--- src/hw/rtl/sgre_pkg.sv ---
// Shared types and constants for the saturating grid region engine.
// Used by the controller, the datapath and the top level; no dependencies.
`timescale 1ns / 1ps
`default_nettype none

package sgre_pkg;

    localparam int DEF_MAX_COLUMNS = 64;
    localparam int DEF_MAX_ROWS    = 64;

    // action codes
    localparam logic [3:0] ACT_READ        = 4'd0;
    localparam logic [3:0] ACT_WRITE       = 4'd1;
    localparam logic [3:0] ACT_FILL        = 4'd2;
    localparam logic [3:0] ACT_ADD         = 4'd3;
    localparam logic [3:0] ACT_ADD_RECT    = 4'd4;
    localparam logic [3:0] ACT_SUB         = 4'd5;
    localparam logic [3:0] ACT_SUB_RECT    = 4'd6;
    localparam logic [3:0] ACT_COUNT       = 4'd7;
    localparam logic [3:0] ACT_BOOST_COUNT = 4'd8;

    // configuration register indexes
    localparam logic [2:0] CFG_GRID_WIDTH   = 3'd0;
    localparam logic [2:0] CFG_GRID_HEIGHT  = 3'd1;
    localparam logic [2:0] CFG_ORIGIN_X     = 3'd2;
    localparam logic [2:0] CFG_ORIGIN_Y     = 3'd3;
    localparam logic [2:0] CFG_FROZEN_LEVEL = 3'd4;

    localparam logic [6:0] RST_GRID_WIDTH   = 7'd64;
    localparam logic [6:0] RST_GRID_HEIGHT  = 7'd64;
    localparam logic [7:0] RST_FROZEN_LEVEL = 8'd255;

    localparam int IN_DATA_W  = 96;
    localparam int OUT_DATA_W = 24;

    // controller -> datapath
    typedef struct packed {
        logic clr;      // write zero at the clearing address, advance it
        logic load;     // capture a request and decode it
        logic modify;   // read data valid: update cell, counters
        logic step;     // advance the scan position
        logic finish;   // capture the result into the output register
    } t_cmd;

    // datapath -> controller
    typedef struct packed {
        logic walk;     // request touches at least one cell
        logic last;     // scan sits on the final cell
        logic clr_last; // clearing address at the last entry
    } t_sts;

endpackage

`default_nettype wire

--- src/hw/rtl/sgre_ctrl.sv ---
// Sequencer for the grid engine: clearing pass, request decode, per-cell
// read/modify walk and output register handshake. Depends on sgre_pkg.
`timescale 1ns / 1ps
`default_nettype none

module sgre_ctrl (
    input  wire logic          i_clk,
    input  wire logic          i_rst_n,
    input  wire logic          i_in_valid,
    output logic               o_in_ready,
    output logic               o_out_valid,
    input  wire logic          i_out_ready,
    input  wire sgre_pkg::t_sts i_sts,
    output sgre_pkg::t_cmd     o_cmd
);
    import sgre_pkg::*;

    typedef enum logic [2:0] {
        S_CLEAR, S_IDLE, S_CHECK, S_READ, S_MODIFY, S_FINISH
    } t_state;

    t_state r_state;
    logic   r_out_valid;
    logic   w_fire;

    assign w_fire      = (r_state == S_FINISH) && (!r_out_valid || i_out_ready);
    assign o_in_ready  = (r_state == S_IDLE);
    assign o_out_valid = r_out_valid;

    always_comb begin
        o_cmd        = '0;
        o_cmd.clr    = (r_state == S_CLEAR);
        o_cmd.load   = (r_state == S_IDLE) && i_in_valid;
        o_cmd.modify = (r_state == S_MODIFY);
        o_cmd.step   = (r_state == S_MODIFY) && !i_sts.last;
        o_cmd.finish = w_fire;
    end

    always_ff @(posedge i_clk) begin
        if (!i_rst_n) begin
            r_state     <= S_CLEAR;
            r_out_valid <= 1'b0;
        end else begin
            if (w_fire) begin
                r_out_valid <= 1'b1;
            end else if (i_out_ready) begin
                r_out_valid <= 1'b0;
            end
            case (r_state)
                S_CLEAR: begin
                    if (i_sts.clr_last) r_state <= S_IDLE;
                end
                S_IDLE: begin
                    if (i_in_valid) r_state <= S_CHECK;
                end
                S_CHECK: begin
                    r_state <= i_sts.walk ? S_READ : S_FINISH;
                end
                S_READ: begin
                    r_state <= S_MODIFY;
                end
                S_MODIFY: begin
                    r_state <= i_sts.last ? S_FINISH : S_READ;
                end
                S_FINISH: begin
                    if (w_fire) r_state <= S_IDLE;
                end
                default: begin
                    r_state <= S_IDLE;
                end
            endcase
        end
    end

endmodule

`default_nettype wire

--- config.mk ---
export PLATFORM = sky130hd
export DESIGN_NAME = sgre_ctrl
export DESIGN_NICKNAME = d
export VERILOG_FILES = /design/src/hw/rtl/sgre_pkg.sv /design/src/hw/rtl/sgre_ctrl.sv
export SDC_FILE = /design/constraint.sdc
export NUM_CORES = 1
export LEC_CHECK = 0
export BUFFER_PORTS_ARGS = -buffer_cell sky130_fd_sc_hd__buf_2
export CORE_AREA = 2 2 39 41
export CTS_CLUSTER_DIAMETER = 120
export DETAILED_ROUTE_END_ITERATION = 6
export DIE_AREA = 0 0 41 43
export MAX_ROUTING_LAYER = met4
export PLACE_DENSITY = 0.46
export SLEW_MARGIN = 10
export SYNTH_ARGS = -nofsm -noshare
export SYNTH_HDL_FRONTEND = slang
export SYNTH_SLANG_ARGS = --single-unit
--- constraint.sdc ---
create_clock -name i_clk -period 1.4 [get_ports i_clk]
set_clock_uncertainty 0.2 [all_clocks]
set_input_delay 0.28 -clock i_clk [delete_from_list [all_inputs] [get_ports i_clk]]
set_output_delay 0.28 -clock i_clk [all_outputs]
set_load 0.1 [all_outputs]
==> key figures <==
Outcome
  – Status: complete, but fails checks
  – Failing checks: negative setup slack

CTS
  – CTS tree: done
  – Clk root buf: clkbuf_4
  – CTS Hold Bufs: 0
  – Clock sink count: 4
  – H-tree depth: 1
  – Clk pin slew, worst setup/hold paths: 40 ps
  – Num CTS Buffers: 3
  – Clk Latency, worst-skew pair: 240 ps
  – Max Root-Sink Buffers: 2

Worst setup path
  – CP arrival: 1330 ps
  – CP startpoint: r_state[0]$_SDFFE_PN0P_
  – R2R cell count: 5
  – Worst R2R Start: r_state[0]$_SDFFE_PN0P_
  – Req. time, crit path: just over 900 ps
  – R2R Setup Slk: -60 ps
  – Worst Path Max Fanout: 3
  – Worst Setup Start Kind: flip-flop
  – Critical R2R Capture: r_state[1]$_SDFFE_PN0P_
  – CP endpoint kind: primary output
  – Crit Path Class: reg -> out

Die
  – Die footprint: roughly 0.0018 mm²
  – Chip height: 43 µm
  – Cell Rows: 14
  – I/O pin count: 14
  – Core Footprint: 0.001384 mm²
  – Die width: 41 µm
  – Initial Util: around 19%

Finish
  – Area Growth Syn to Fin: 131.2%
  – Most common cell after layout, fill and taps aside: buf_12
  – Nets@finish: 60
  – Commonest cells after routing, fill and taps aside: buf_12, buf_2, buf_4, buf_6, clkbuf_4
  – Ant diodes: 0
  – Fill cell count: 145
  – Share of cells above drive strength 1: between 70% and 80%

Routing
  – Post-DR vias/cell: 4.382
  – Drc violations: 0
  – DRT iter0 DRCs: 9
  – Detailed-route via count: between 200 and 300
  – Final wirelength: a little under 800 µm
  – Detailed Routing Iterations Pass 1: 4
  – ANT nets after route: 0
  – Wire per inst: 11.60 µm

STA
  – Max Freq: 0.5527 GHz
  – Hold slack: 105.4 ps
  – RSZ-0062 raised after global routing: true
  – Final period util: 129.2%
  – Final Hold Violating Endpoints: 0
  – Setup-failing EPs final: 7
  – Slew Viols, Final: 0
  – Final setup margin: -409.2 ps
  – Worst Max-Slew Pin Slew: 181.3 ps
  – Tmin final: 1809 ps
  – Max-slew headroom: 87.90%

Placed design
  – Post-Place Worst Slack: -165.4 ps
  – HPWL Detailed: 592.7 µm
  – RD Place Congestion: 0.6366
  – I/O Buffers: 13

Global routing
  – Vias in the first global route: 302
  – Global-route wire length before repair: 1.304 mm
  – Initial antenna violation count: 0
  – Remaining Overflow, GRT: 0
  – Total Routing Usage GR: 11.63%
  – Largest net degree at the start of global routing: 8

Pwr
  – Peak VDD IR: 0.5333 mV
  – Switching portion of total power: 33.96%
  – Leak Pwr: 0.2533 nW
  – Int Pwr: 0.3094 mW
  – Pwr/cell area: between 700 and 800 mW/mm²
  – P_sw: between 0.15 and 0.2 mW
  – Combinational fraction of design power: about two fifths
  – Flop pwr share: 25.6%
  – Clk pwr share: roughly 34%

Synthesis
  – Gate Count Post-Synth: 27
  – Number of synthesized register bits: 4
  – Syn nets: 34
  – Synth Warn #: 0
  – Syn Std Cell Area: 256.5 µm²
  – Sequential element share of the synthesized area: 31.22%
  – Mean post-synth cell area: between 9 and 10 µm²
  – Yosys cell types: 19

Min path
  – Hold path start: i_rst_n
  – Hold Path Sink: r_state[0]$_SDFFE_PN0P_
  – HP Class: in -> reg
  – Worst hold path depth: 2

Run
  – Max cap viols: 0
[per-stage QoR]
stage,cell area [µm²],setup TNS (ps),power (mW),cells,util (%)
3_5_place_dp,516.7,-436.0,0.2860,61,37.34
2_1_floorplan,296.5,-2977,0.2195,27,-
4_1_cts,593.1,-1951,0.4792,68,42.86
6_report,593.1,-1910,0.4685,68,42.86
3_3_place_gp,516.7,-407.9,0.2853,61,37.34
5_1_grt,593.1,-2205,0.4908,68,42.86
[critical path, cell delays in order (launching register included)]
cell and delay, ps:
dfxtp_2 310, or3b_4 450, nor2_4 150, buf_12 190
[registers in the layout, summed over array words and instances (netlist names)]
signal       count
o_out_valid      1
r_state          3
[what timing repair did]
action | in CTS | in global routing
buffers inserted | 3 | 1
pin swaps | 5 | 2
gates resized for setup | 7 | 1
setup endpoints to repair | 7 | 7
[worst max path at each step]
stage                           to  slack, ps  cells after the start
after floorplan           o_cmd[3]       -860                      3
after global placement    o_cmd[1]       -160                      3
after detailed placement  o_cmd[1]       -170                      3
after CTS                 o_cmd[1]       -410                      3
after global routing      o_cmd[1]       -460                      3
final                     o_cmd[1]       -410                      3
[kinds of logic (layout without fill, tap and decap cells)]
kind of cell / Yosys count / after routing / synth area share [%]
compound gates: 9 / 9 / 29.27
buf+inv: 3 / 28 / 7.314
flops: 4 / 4 / 31.22
simple gates: 11 / 11 / 32.19
[per-layer routing]
layer	global-route usage, %	vias up	wire length [µm]
li1	-	149	-
met1	13.83	140	311
met2	15.94	9	437
met3	2.094	0	41
met4	10.00	0	0
met5	-	-	0
[Yosys cell counts]
| cell type | n | area [µm²] |
|---|---|---|
| o311a_1 | 1 | 10.01 |
| or3b_4 | 1 | 11.26 |
| nor2b_1 | 1 | 6.260 |
| buf_4 | 2 | 15.01 |
| a21oi_1 | 1 | 5.000 |
| nor3b_1 | 2 | 15.01 |
| nand2b_1 | 2 | 12.51 |
| a21boi_2 | 1 | 11.26 |
| o31a_1 | 1 | 8.760 |
| inv_2 | 1 | 3.750 |
| o21ai_0 | 2 | 10.01 |
| nor2_4 | 1 | 11.26 |
| o21a_1 | 1 | 7.510 |
| a21boi_0 | 1 | 7.510 |
| dfxtp_1 | 4 | 80.08 |
| nand3b_1 | 2 | 15.01 |
| and2_1 | 1 | 6.260 |
| a2bb2oi_2 | 1 | 15.01 |
| nor3_1 | 1 | 5.000 |
[power groups by stage]
stage | registers [mW] | logic [mW] | clock network (mW)
final | 0.120 | 0.189 | 0.160
after global routing | 0.120 | 0.197 | 0.174
after CTS | 0.120 | 0.190 | 0.169
after detailed placement | 0.121 | 0.165 | 0
after global placement | 0.121 | 0.164 | 0
after floorplan | 0.125 | 0.0945 | 0
[area by class of cell]
type / count / area (µm²) / share of cell area (%)
timing repair buffer: 23 / 264.0 / 44.51
multi-input combinational: 20 / 185.2 / 31.22
sequential: 4 / 86.33 / 14.56
clock buffer: 4 / 26.28 / 4.430
tap: 16 / 20.02 / 3.376
inverter: 1 / 11.26 / 1.899
Power figures use the tool's default switching activity.
