<file path="src/hw/rtl/sgre_pkg.sv">
// Shared types and constants for the saturating grid region engine.
// Used by the controller, the datapath and the top level; no dependencies.
`timescale 1ns / 1ps
`default_nettype none

package sgre_pkg;

    localparam int DEF_MAX_COLUMNS = 64;
    localparam int DEF_MAX_ROWS    = 64;

    // action codes
    localparam logic [3:0] ACT_READ        = 4'd0;
    localparam logic [3:0] ACT_WRITE       = 4'd1;
    localparam logic [3:0] ACT_FILL        = 4'd2;
    localparam logic [3:0] ACT_ADD         = 4'd3;
    localparam logic [3:0] ACT_ADD_RECT    = 4'd4;
    localparam logic [3:0] ACT_SUB         = 4'd5;
    localparam logic [3:0] ACT_SUB_RECT    = 4'd6;
    localparam logic [3:0] ACT_COUNT       = 4'd7;
    localparam logic [3:0] ACT_BOOST_COUNT = 4'd8;

    // configuration register indexes
    localparam logic [2:0] CFG_GRID_WIDTH   = 3'd0;
    localparam logic [2:0] CFG_GRID_HEIGHT  = 3'd1;
    localparam logic [2:0] CFG_ORIGIN_X     = 3'd2;
    localparam logic [2:0] CFG_ORIGIN_Y     = 3'd3;
    localparam logic [2:0] CFG_FROZEN_LEVEL = 3'd4;

    localparam logic [6:0] RST_GRID_WIDTH   = 7'd64;
    localparam logic [6:0] RST_GRID_HEIGHT  = 7'd64;
    localparam logic [7:0] RST_FROZEN_LEVEL = 8'd255;

    localparam int IN_DATA_W  = 96;
    localparam int OUT_DATA_W = 24;

    // controller -> datapath
    typedef struct packed {
        logic clr;      // write zero at the clearing address, advance it
        logic load;     // capture a request and decode it
        logic modify;   // read data valid: update cell, counters
        logic step;     // advance the scan position
        logic finish;   // capture the result into the output register
    } t_cmd;

    // datapath -> controller
    typedef struct packed {
        logic walk;     // request touches at least one cell
        logic last;     // scan sits on the final cell
        logic clr_last; // clearing address at the last entry
    } t_sts;

endpackage

`default_nettype wire

</file>
<file path="src/hw/rtl/sgre_dp.sv">
// Datapath for the grid engine: config registers, coordinate translation and
// clamping, scan counters, cell update, counters, result register.
// Depends on sgre_pkg; drives the grid RAM port.
`timescale 1ns / 1ps
`default_nettype none

module sgre_dp #(
    parameter int MAX_COLUMNS = sgre_pkg::DEF_MAX_COLUMNS,
    parameter int MAX_ROWS    = sgre_pkg::DEF_MAX_ROWS,
    parameter int AW          = ((MAX_COLUMNS * MAX_ROWS) > 1) ?
                                $clog2(MAX_COLUMNS * MAX_ROWS) : 1
) (
    input  wire logic           i_clk,
    input  wire logic           i_rst_n,
    input  wire sgre_pkg::t_cmd i_cmd,
    output sgre_pkg::t_sts      o_sts,
    // configuration write
    input  wire logic           i_cfg_we,
    input  wire logic [2:0]     i_cfg_index,
    input  wire logic [15:0]    i_cfg_data,
    // request fields
    input  wire logic [3:0]     i_action,
    input  wire logic [15:0]    i_corner_x,
    input  wire logic [15:0]    i_corner_y,
    input  wire logic [15:0]    i_far_x,
    input  wire logic [15:0]    i_far_y,
    input  wire logic [7:0]     i_amount,
    input  wire logic [7:0]     i_threshold,
    input  wire logic [7:0]     i_boost,
    // result register
    output logic                o_ok,
    output logic [7:0]          o_cell_value,
    output logic [13:0]         o_count,
    // grid RAM
    output logic                o_ram_we,
    output logic [AW-1:0]       o_ram_addr,
    output logic [7:0]          o_ram_wdata,
    input  wire logic [7:0]     i_ram_rdata
);
    import sgre_pkg::*;

    localparam int DEPTH = MAX_COLUMNS * MAX_ROWS;
    localparam int XW    = (MAX_COLUMNS > 1) ? $clog2(MAX_COLUMNS) : 1;
    localparam int YW    = (MAX_ROWS > 1) ? $clog2(MAX_ROWS) : 1;
    localparam logic [8:0] MAXC = 9'(MAX_COLUMNS);
    localparam logic [8:0] MAXR = 9'(MAX_ROWS);

    // config
    logic [6:0]  r_gw, r_gh;
    logic [15:0] r_ox, r_oy;
    logic [7:0]  r_fz;

    // request
    logic [3:0]  r_act;
    logic [7:0]  r_amt, r_thr, r_bst;
    logic [XW-1:0] r_xs, r_xe, r_x;
    logic [YW-1:0] r_ye, r_y;
    logic        r_walk, r_okq;
    logic [7:0]  r_val;
    logic [13:0] r_cnt;
    logic [12:0] r_last_cov;
    logic [AW-1:0] r_clr;

    logic [8:0]  w_cols, w_rows;
    logic [16:0] w_x0, w_y0, w_x1, w_y1;
    logic        w_in0, w_in1, w_ok;
    logic [15:0] w_cx0, w_cx1, w_cy0, w_cy1;
    logic [XW-1:0] w_xs, w_xe;
    logic [YW-1:0] w_ys, w_ye;
    logic        w_single, w_cell_act;
    logic [7:0]  w_v, w_new, w_add, w_sub;
    logic [8:0]  w_sum, w_reach;
    logic        w_wr_act;

    function automatic logic [16:0] rel(logic [15:0] a, logic [15:0] o);
        rel = {a[15], a} - {o[15], o};
    endfunction

    function automatic logic inside_lim(logic [16:0] v, logic [8:0] lim);
        inside_lim = !v[16] && (v[15:0] < {7'd0, lim});
    endfunction

    function automatic logic [15:0] clamp_lim(logic [16:0] v, logic [8:0] lim);
        logic [15:0] hi;
        hi = {7'd0, lim} - 16'd1;
        if (v[16])            clamp_lim = 16'd0;
        else if (v[15:0] > hi) clamp_lim = hi;
        else                  clamp_lim = v[15:0];
    endfunction

    // effective size, clamped to 1..MAX
    always_comb begin
        if (r_gw == 7'd0)            w_cols = 9'd1;
        else if ({2'd0, r_gw} > MAXC) w_cols = MAXC;
        else                         w_cols = {2'd0, r_gw};
        if (r_gh == 7'd0)            w_rows = 9'd1;
        else if ({2'd0, r_gh} > MAXR) w_rows = MAXR;
        else                         w_rows = {2'd0, r_gh};
    end

    // request decode
    always_comb begin
        w_x0  = rel(i_corner_x, r_ox);
        w_y0  = rel(i_corner_y, r_oy);
        w_x1  = rel(i_far_x, r_ox);
        w_y1  = rel(i_far_y, r_oy);
        w_in0 = inside_lim(w_x0, w_cols) && inside_lim(w_y0, w_rows);
        w_in1 = inside_lim(w_x1, w_cols) && inside_lim(w_y1, w_rows);
        w_cx0 = clamp_lim(w_x0, w_cols);
        w_cx1 = clamp_lim(w_x1, w_cols);
        w_cy0 = clamp_lim(w_y0, w_rows);
        w_cy1 = clamp_lim(w_y1, w_rows);
        w_single   = 1'b0;
        w_cell_act = 1'b1;
        case (i_action)
            ACT_READ, ACT_WRITE, ACT_ADD, ACT_SUB: begin
                w_ok     = w_in0;
                w_single = 1'b1;
            end
            ACT_FILL, ACT_COUNT, ACT_BOOST_COUNT: w_ok = w_in0 && w_in1;
            ACT_ADD_RECT, ACT_SUB_RECT:           w_ok = 1'b1;
            default: begin
                w_ok       = 1'b0;
                w_cell_act = 1'b0;
            end
        endcase
        w_xs = XW'(w_cx0);
        w_ys = YW'(w_cy0);
        w_xe = w_single ? XW'(w_cx0) : XW'(w_cx1);
        w_ye = w_single ? YW'(w_cy0) : YW'(w_cy1);
    end

    // cell update
    always_comb begin
        w_v   = i_ram_rdata;
        w_sum = {1'b0, w_v} + {1'b0, r_amt};
        if (w_v >= r_fz)               w_add = w_v;
        else if (w_sum >= {1'b0, r_fz}) w_add = r_fz - 8'd1;
        else                           w_add = w_sum[7:0];
        if (w_v >= r_fz)     w_sub = w_v;
        else if (w_v > r_amt) w_sub = w_v - r_amt;
        else                 w_sub = 8'd0;
        w_reach  = {1'b0, w_v} + {1'b0, r_bst};
        w_wr_act = 1'b1;
        case (r_act)
            ACT_WRITE, ACT_FILL:   w_new = r_amt;
            ACT_ADD, ACT_ADD_RECT: w_new = w_add;
            ACT_SUB, ACT_SUB_RECT: w_new = w_sub;
            default: begin
                w_new    = w_v;
                w_wr_act = 1'b0;
            end
        endcase
    end

    assign o_ram_we    = i_cmd.clr || (i_cmd.modify && w_wr_act);
    assign o_ram_wdata = i_cmd.clr ? 8'd0 : w_new;
    assign o_ram_addr  = i_cmd.clr ? r_clr :
                         AW'(AW'(r_y) * AW'(MAX_COLUMNS) + AW'(r_x));

    assign o_sts.walk     = r_walk;
    assign o_sts.last     = (r_x == r_xe) && (r_y == r_ye);
    assign o_sts.clr_last = (r_clr == AW'(DEPTH - 1));

    always_ff @(posedge i_clk) begin
        if (!i_rst_n) begin
            r_gw       <= RST_GRID_WIDTH;
            r_gh       <= RST_GRID_HEIGHT;
            r_ox       <= 16'd0;
            r_oy       <= 16'd0;
            r_fz       <= RST_FROZEN_LEVEL;
            r_last_cov <= 13'd0;
            r_clr      <= '0;
            r_walk     <= 1'b0;
        end else begin
            if (i_cfg_we) begin
                case (i_cfg_index)
                    CFG_GRID_WIDTH:   r_gw <= i_cfg_data[6:0];
                    CFG_GRID_HEIGHT:  r_gh <= i_cfg_data[6:0];
                    CFG_ORIGIN_X:     r_ox <= i_cfg_data;
                    CFG_ORIGIN_Y:     r_oy <= i_cfg_data;
                    CFG_FROZEN_LEVEL: begin
                        if (i_cfg_data[7:0] != 8'd0) r_fz <= i_cfg_data[7:0];
                    end
                    default: ;
                endcase
            end
            if (i_cmd.clr) r_clr <= r_clr + AW'(1);
            if (i_cmd.load) begin
                r_walk <= w_ok && w_cell_act && (w_xs <= w_xe) && (w_ys <= w_ye);
                if (i_action == ACT_COUNT) r_last_cov <= 13'd0;
            end
            if (i_cmd.modify && r_act == ACT_COUNT && w_v >= r_thr) begin
                r_last_cov <= r_last_cov + 13'd1;
            end
        end
    end

    // payload registers
    always_ff @(posedge i_clk) begin
        if (i_cmd.load) begin
            r_act <= i_action;
            r_amt <= i_amount;
            r_thr <= i_threshold;
            r_bst <= i_boost;
            r_okq <= w_ok;
            r_xs  <= w_xs;
            r_xe  <= w_xe;
            r_ye  <= w_ye;
            r_x   <= w_xs;
            r_y   <= w_ys;
            r_val <= 8'd0;
            r_cnt <= (i_action == ACT_BOOST_COUNT && w_ok) ? {1'b0, r_last_cov} : 14'd0;
        end else begin
            if (i_cmd.modify) begin
                if (r_act == ACT_READ) r_val <= w_v;
                if (r_act == ACT_BOOST_COUNT && w_v < r_thr && {1'b0, r_thr} <= w_reach) begin
                    r_cnt <= r_cnt + 14'd1;
                end
            end
            if (i_cmd.step) begin
                if (r_x == r_xe) begin
                    r_x <= r_xs;
                    r_y <= r_y + YW'(1);
                end else begin
                    r_x <= r_x + XW'(1);
                end
            end
        end
        if (i_cmd.finish) begin
            o_ok         <= r_okq;
            o_cell_value <= r_val;
            o_count      <= (r_act == ACT_COUNT) ? {1'b0, r_last_cov} : r_cnt;
        end
    end

endmodule

`default_nettype wire

</file>
<file path="config.mk">
export PLATFORM = sky130hd
export DESIGN_NAME = sgre_dp
export DESIGN_NICKNAME = d
export VERILOG_FILES = /design/src/hw/rtl/sgre_pkg.sv /design/src/hw/rtl/sgre_dp.sv
export SDC_FILE = /design/constraint.sdc
export NUM_CORES = 1
export LEC_CHECK = 0
export BUFFER_PORTS_ARGS = -buffer_cell sky130_fd_sc_hd__buf_2
export CELL_PAD_IN_SITES_DETAIL_PLACEMENT = 1
export CELL_PAD_IN_SITES_GLOBAL_PLACEMENT = 1
export CORE_MARGIN = 1.5
export CORE_UTILIZATION = 50
export DETAILED_ROUTE_END_ITERATION = 8
export PLACE_DENSITY_LB_ADDON = 0.1
export SYNTH_ARGS = -nofsm -noshare
export SYNTH_HDL_FRONTEND = slang
export SYNTH_SLANG_ARGS = --single-unit
</file>
<file path="constraint.sdc">
create_clock -name i_clk -period 16.5 [get_ports i_clk]
set_input_delay 1.65 -clock i_clk [delete_from_list [all_inputs] [get_ports i_clk]]
set_output_delay 1.65 -clock i_clk [all_outputs]
set_load 0.02 [all_outputs]
</file>
==> results by group <==
Timing
  • Fin. Hold Viols: 0
  • Setup slack after layout: about 9 ns
  • Fmax: approximately 0.14 GHz
  • Max-slew violation count: 0
  • Tcrit/Tclk final: between 40 and 50%
  • Final setup fails: 0
  • Final setup TNS: 0 ns
  • Slew HR: approximately 29%
  • Worst Tran Pin Value: around 1.1 ns
  • Max Clock Skew: between 0.015 and 0.02 ns
  • Post-route minimum period: 7.27 ns
  • Unrepaired setup endpoints after global routing: false

Floorplanning
  • Ports: 174
  • Initial core utilization: about half
  • Die Span X: around 190 µm
  • Die height: between 150 and 200 µm
  • Rows: 66
  • Core area: between 0.03 and 0.04 mm²
  • Die ar.: 0.0344 mm²

Synth
  • Async set-reset flop share out of synthesis: 0%
  • Top cells by area, synth: edfxtp_1 (17%), ha_1 (17%), dfxtp_1 (11%)
  • Synth cell types: 88
  • Most frequent cells after synthesis: ha_1 (223), nand2_1 (206), nor2_1 (123), inv_1 (112), a21oi_1 (101)
  • Mean Syn Cell Area: a little under 9 µm²
  • Top-count cell post-synth: ha_1
  • Yosys reg bits: ~180
  • Number of synthesized flops with an enable pin: 96
  • Cell taking the most area after synthesis: edfxtp_1
  • YS warnings: 0
  • Register area share after synthesis: between 20% and 30%
  • Share of the synthesized area in the top cell type: between 10% and 20%
  • Mapped cell area: 0.0166 mm²
  • Post-Synthesis Cells: about 1900
  • Top_reg_cell synth: edfxtp_1

Critical path
  • Crit path max-delay cell type: or3_1
  • Crit path launch type: primary input
  • Most frequent CP cell: a21oi_1
  • Critical Path, Cell by Cell: buf_2 -> ha_1 -> inv_1 -> a21oi_1 -> o21a_1 -> o21bai_1 -> a21oi_1 -> xor2_1 -> ha_1 -> and4_1 -> a311oi_1 -> a21oi_1 -> or3_1 -> o211a_1 -> o41ai_1 -> o32ai_1 -> buf_2
  • Critical path type: in2out
  • Critical Path AT: 5.62 ns
  • CP max FO: 10
  • CP Capture Type: primary output
  • CP peak stage delay: about 0.54 ns
  • Worst Path Required: roughly 15 ns

Power and ir drop
  • Peak VDD IR: about 83 µV
  • Leakage: 7.81 nW
  • Cell Pwr Density: 81.3 mW/mm²

Final layout
  • Fillers: approximately 3900
  • P&R area growth vs syn: 11.6%
  • Sequential cell area: approximately 0.0046 mm²
  • Fin area: between 0.015 and 0.02 mm²
  • Net count, final: 2435
  • Layout cells sized above 1: roughly 14%
  • Multi-input logic area: between 0.01 and 0.015 mm²
  • Core Util, Final: a little under three fifths

Clock network
  • Clk_lat worst skew: ~0.45 ns
  • Reg clk slew, reported paths: roughly 0.070 ns
  • Clock tree buffer depth: 2
  • Clock Root Buffer: clkbuf_16
  • Hold_buf cts: 0
  • Total clock sinks: ~180
  • CTS tree: done
  • Cts bufs inserted: 17
  • H-tree levels: 4
  • Post-CTS Setup Inserts: 0
  • Gates resized, CTS repair: 0

Worst hold path
  • Worst min-delay path class: reg2reg

Placed design
  • Pre-CTS setup slack: 9.18 ns
  • Dpl cell area: 0.0179 mm²
  • Final HPWL from detailed placement: between 40 and 50 mm
  • Gpl congestion: a little over 0.9
  • Port bufs: 173

Routing
  • DR WL/cell: 21.4 µm
  • DR vias/cell: 6.05
  • DRC: 0
  • Vias: roughly 15000
  • DR iter-0 viols: slightly above 700
  • Antenna-violating nets left: 0
  • First-pass DRT Iterations: 5
  • Drt total wl: around 54 mm

Global routing
  • First-pass GRT wire length: between 80 and 90 mm
  • Antenna violations before repair: 5
  • GR Overflow Total: 0
  • Vias in the first global route: 16041
  • Total GRT Usage: a little under a third
  • Largest net degree at the start of global routing: between 80 and 90

Flow run
  • Max-Cap Viols: 0

Outcome
  • Status: finished clean
## logic make-up after synthesis
| logic type | synth area share, % |
|---|---|
| other | 0.0225 |
| xor gates and xnor gates | 5.74 |
| and+or+nand+nor | 18.6 |
| adders and majority gates | 17.6 |
| buffers and inverters | 4.18 |
| DFF | 27.9 |
| AOI/OAI and AO/OA | 21.8 |
| muxes | 4.14 |
## power breakdown
group | switching (mW) | internal, mW | total, mW
registers | 0.0266 | 0.518 | 0.545
logic | 0.310 | 0.208 | 0.518
clock network | 0.200 | 0.247 | 0.447
## stage by stage
step	power, mW	std cells	hold slack [ns]
after floorplan	0.899	1943	0.400
after global placement	1.04	2501	0.411
after detailed placement	1.06	2501	0.421
after CTS	1.51	2533	0.442
after global routing	1.59	2535	0.450
final	1.51	2537	0.441
## final cells by class
type / count / share of cell area (%)
timing repair buffer: 178 / 4.88
sequential: 184 / 25.0
inverter: 116 / 2.34
multi-input combinational: 1581 / 61.4
clock buffer: 18 / 2.36
antenna: 4 / 0.0539
tap: 442 / 2.98
clock inverter: 14 / 0.997
## routing by layer
layer | vias to the layer above | track usage [%] | wire (µm) | share of wire, %
li1 | 7335 | - | - | -
met5 | - | 0 | 7 | 0.013
met1 | 7556 | 39.2 | 23600 | 44
met2 | 376 | 56.7 | 26700 | 49
met3 | 88 | 3.68 | 2240 | 4.1
met4 | 2 | 11.3 | 1550 | 2.9
## state kept, by name, indices dropped and copies added (netlist names)
signal        count
o_cell_value      8
o_count          14
o_ok              1
r_act             4
r_amt             8
r_bst             8
r_clr            12
r_cnt            14
r_fz              8
r_gh              7
r_gw              7
r_last_cov       13
r_okq             1
r_ox             16
r_oy             16
r_thr             8
r_val             8
r_walk            1
r_x               6
r_xe              6
r_xs              6
r_y               6
r_ye              6
## worst max-delay path: cells and delay by family
| family | cells | cell delay (ns) |
|---|---|---|
| AND/OR/NAND/NOR | 2 | 0.71 |
| buffers and inverters | 3 | 0.46 |
| AO/OA/AOI/OAI | 9 | 1.80 |
| adder cells (fa/ha/maj) | 2 | 0.68 |
| XOR/XNOR | 1 | 0.31 |
## worst paths after layout
| check | cells past startpoint | slack [ns] | to | start |
|---|---|---|---|---|
| max | 17 | 9.23 | o_ram_wdata[5] | i_ram_rdata[1] |
| min | 0 | 0.44 | o_ok | r_okq |
| max reg2reg | 27 | 10.28 | r_walk | r_gh[3] |
| min reg2reg | 0 | 0.44 | o_ok | r_okq |
## cell usage in the layout (no fill, tap or decap), drive strengths merged, types with 13 or more instances in the layout
| cell type | Yosys | routed |
|---|---|---|
| nand4 | 36 | 36 |
| o211ai | 38 | 38 |
| mux2i | 34 | 34 |
| conb | 1 | 25 |
| or3 | 14 | 14 |
| a21boi | 58 | 58 |
| and3 | 24 | 24 |
| o31ai | 20 | 20 |
| inv | 112 | 118 |
| o21a | 42 | 42 |
| o21ai | 84 | 84 |
| dfxtp | 88 | 88 |
| nor4 | 13 | 13 |
| nor2b | 40 | 40 |
| buf | 11 | 178 |
| nand3 | 56 | 56 |
| ha | 223 | 223 |
| xnor2 | 77 | 77 |
| xor2 | 32 | 32 |
| edfxtp | 96 | 96 |
| a31oi | 19 | 19 |
| nor2 | 123 | 123 |
| nor3 | 29 | 29 |
| and2 | 24 | 24 |
| clkbuf | 51 | 18 |
| a21oi | 102 | 102 |
| nand2b | 24 | 24 |
| nand2 | 206 | 206 |
| mux2 | 31 | 31 |
| a21o | 33 | 33 |
Power figures use the tool's default switching activity.
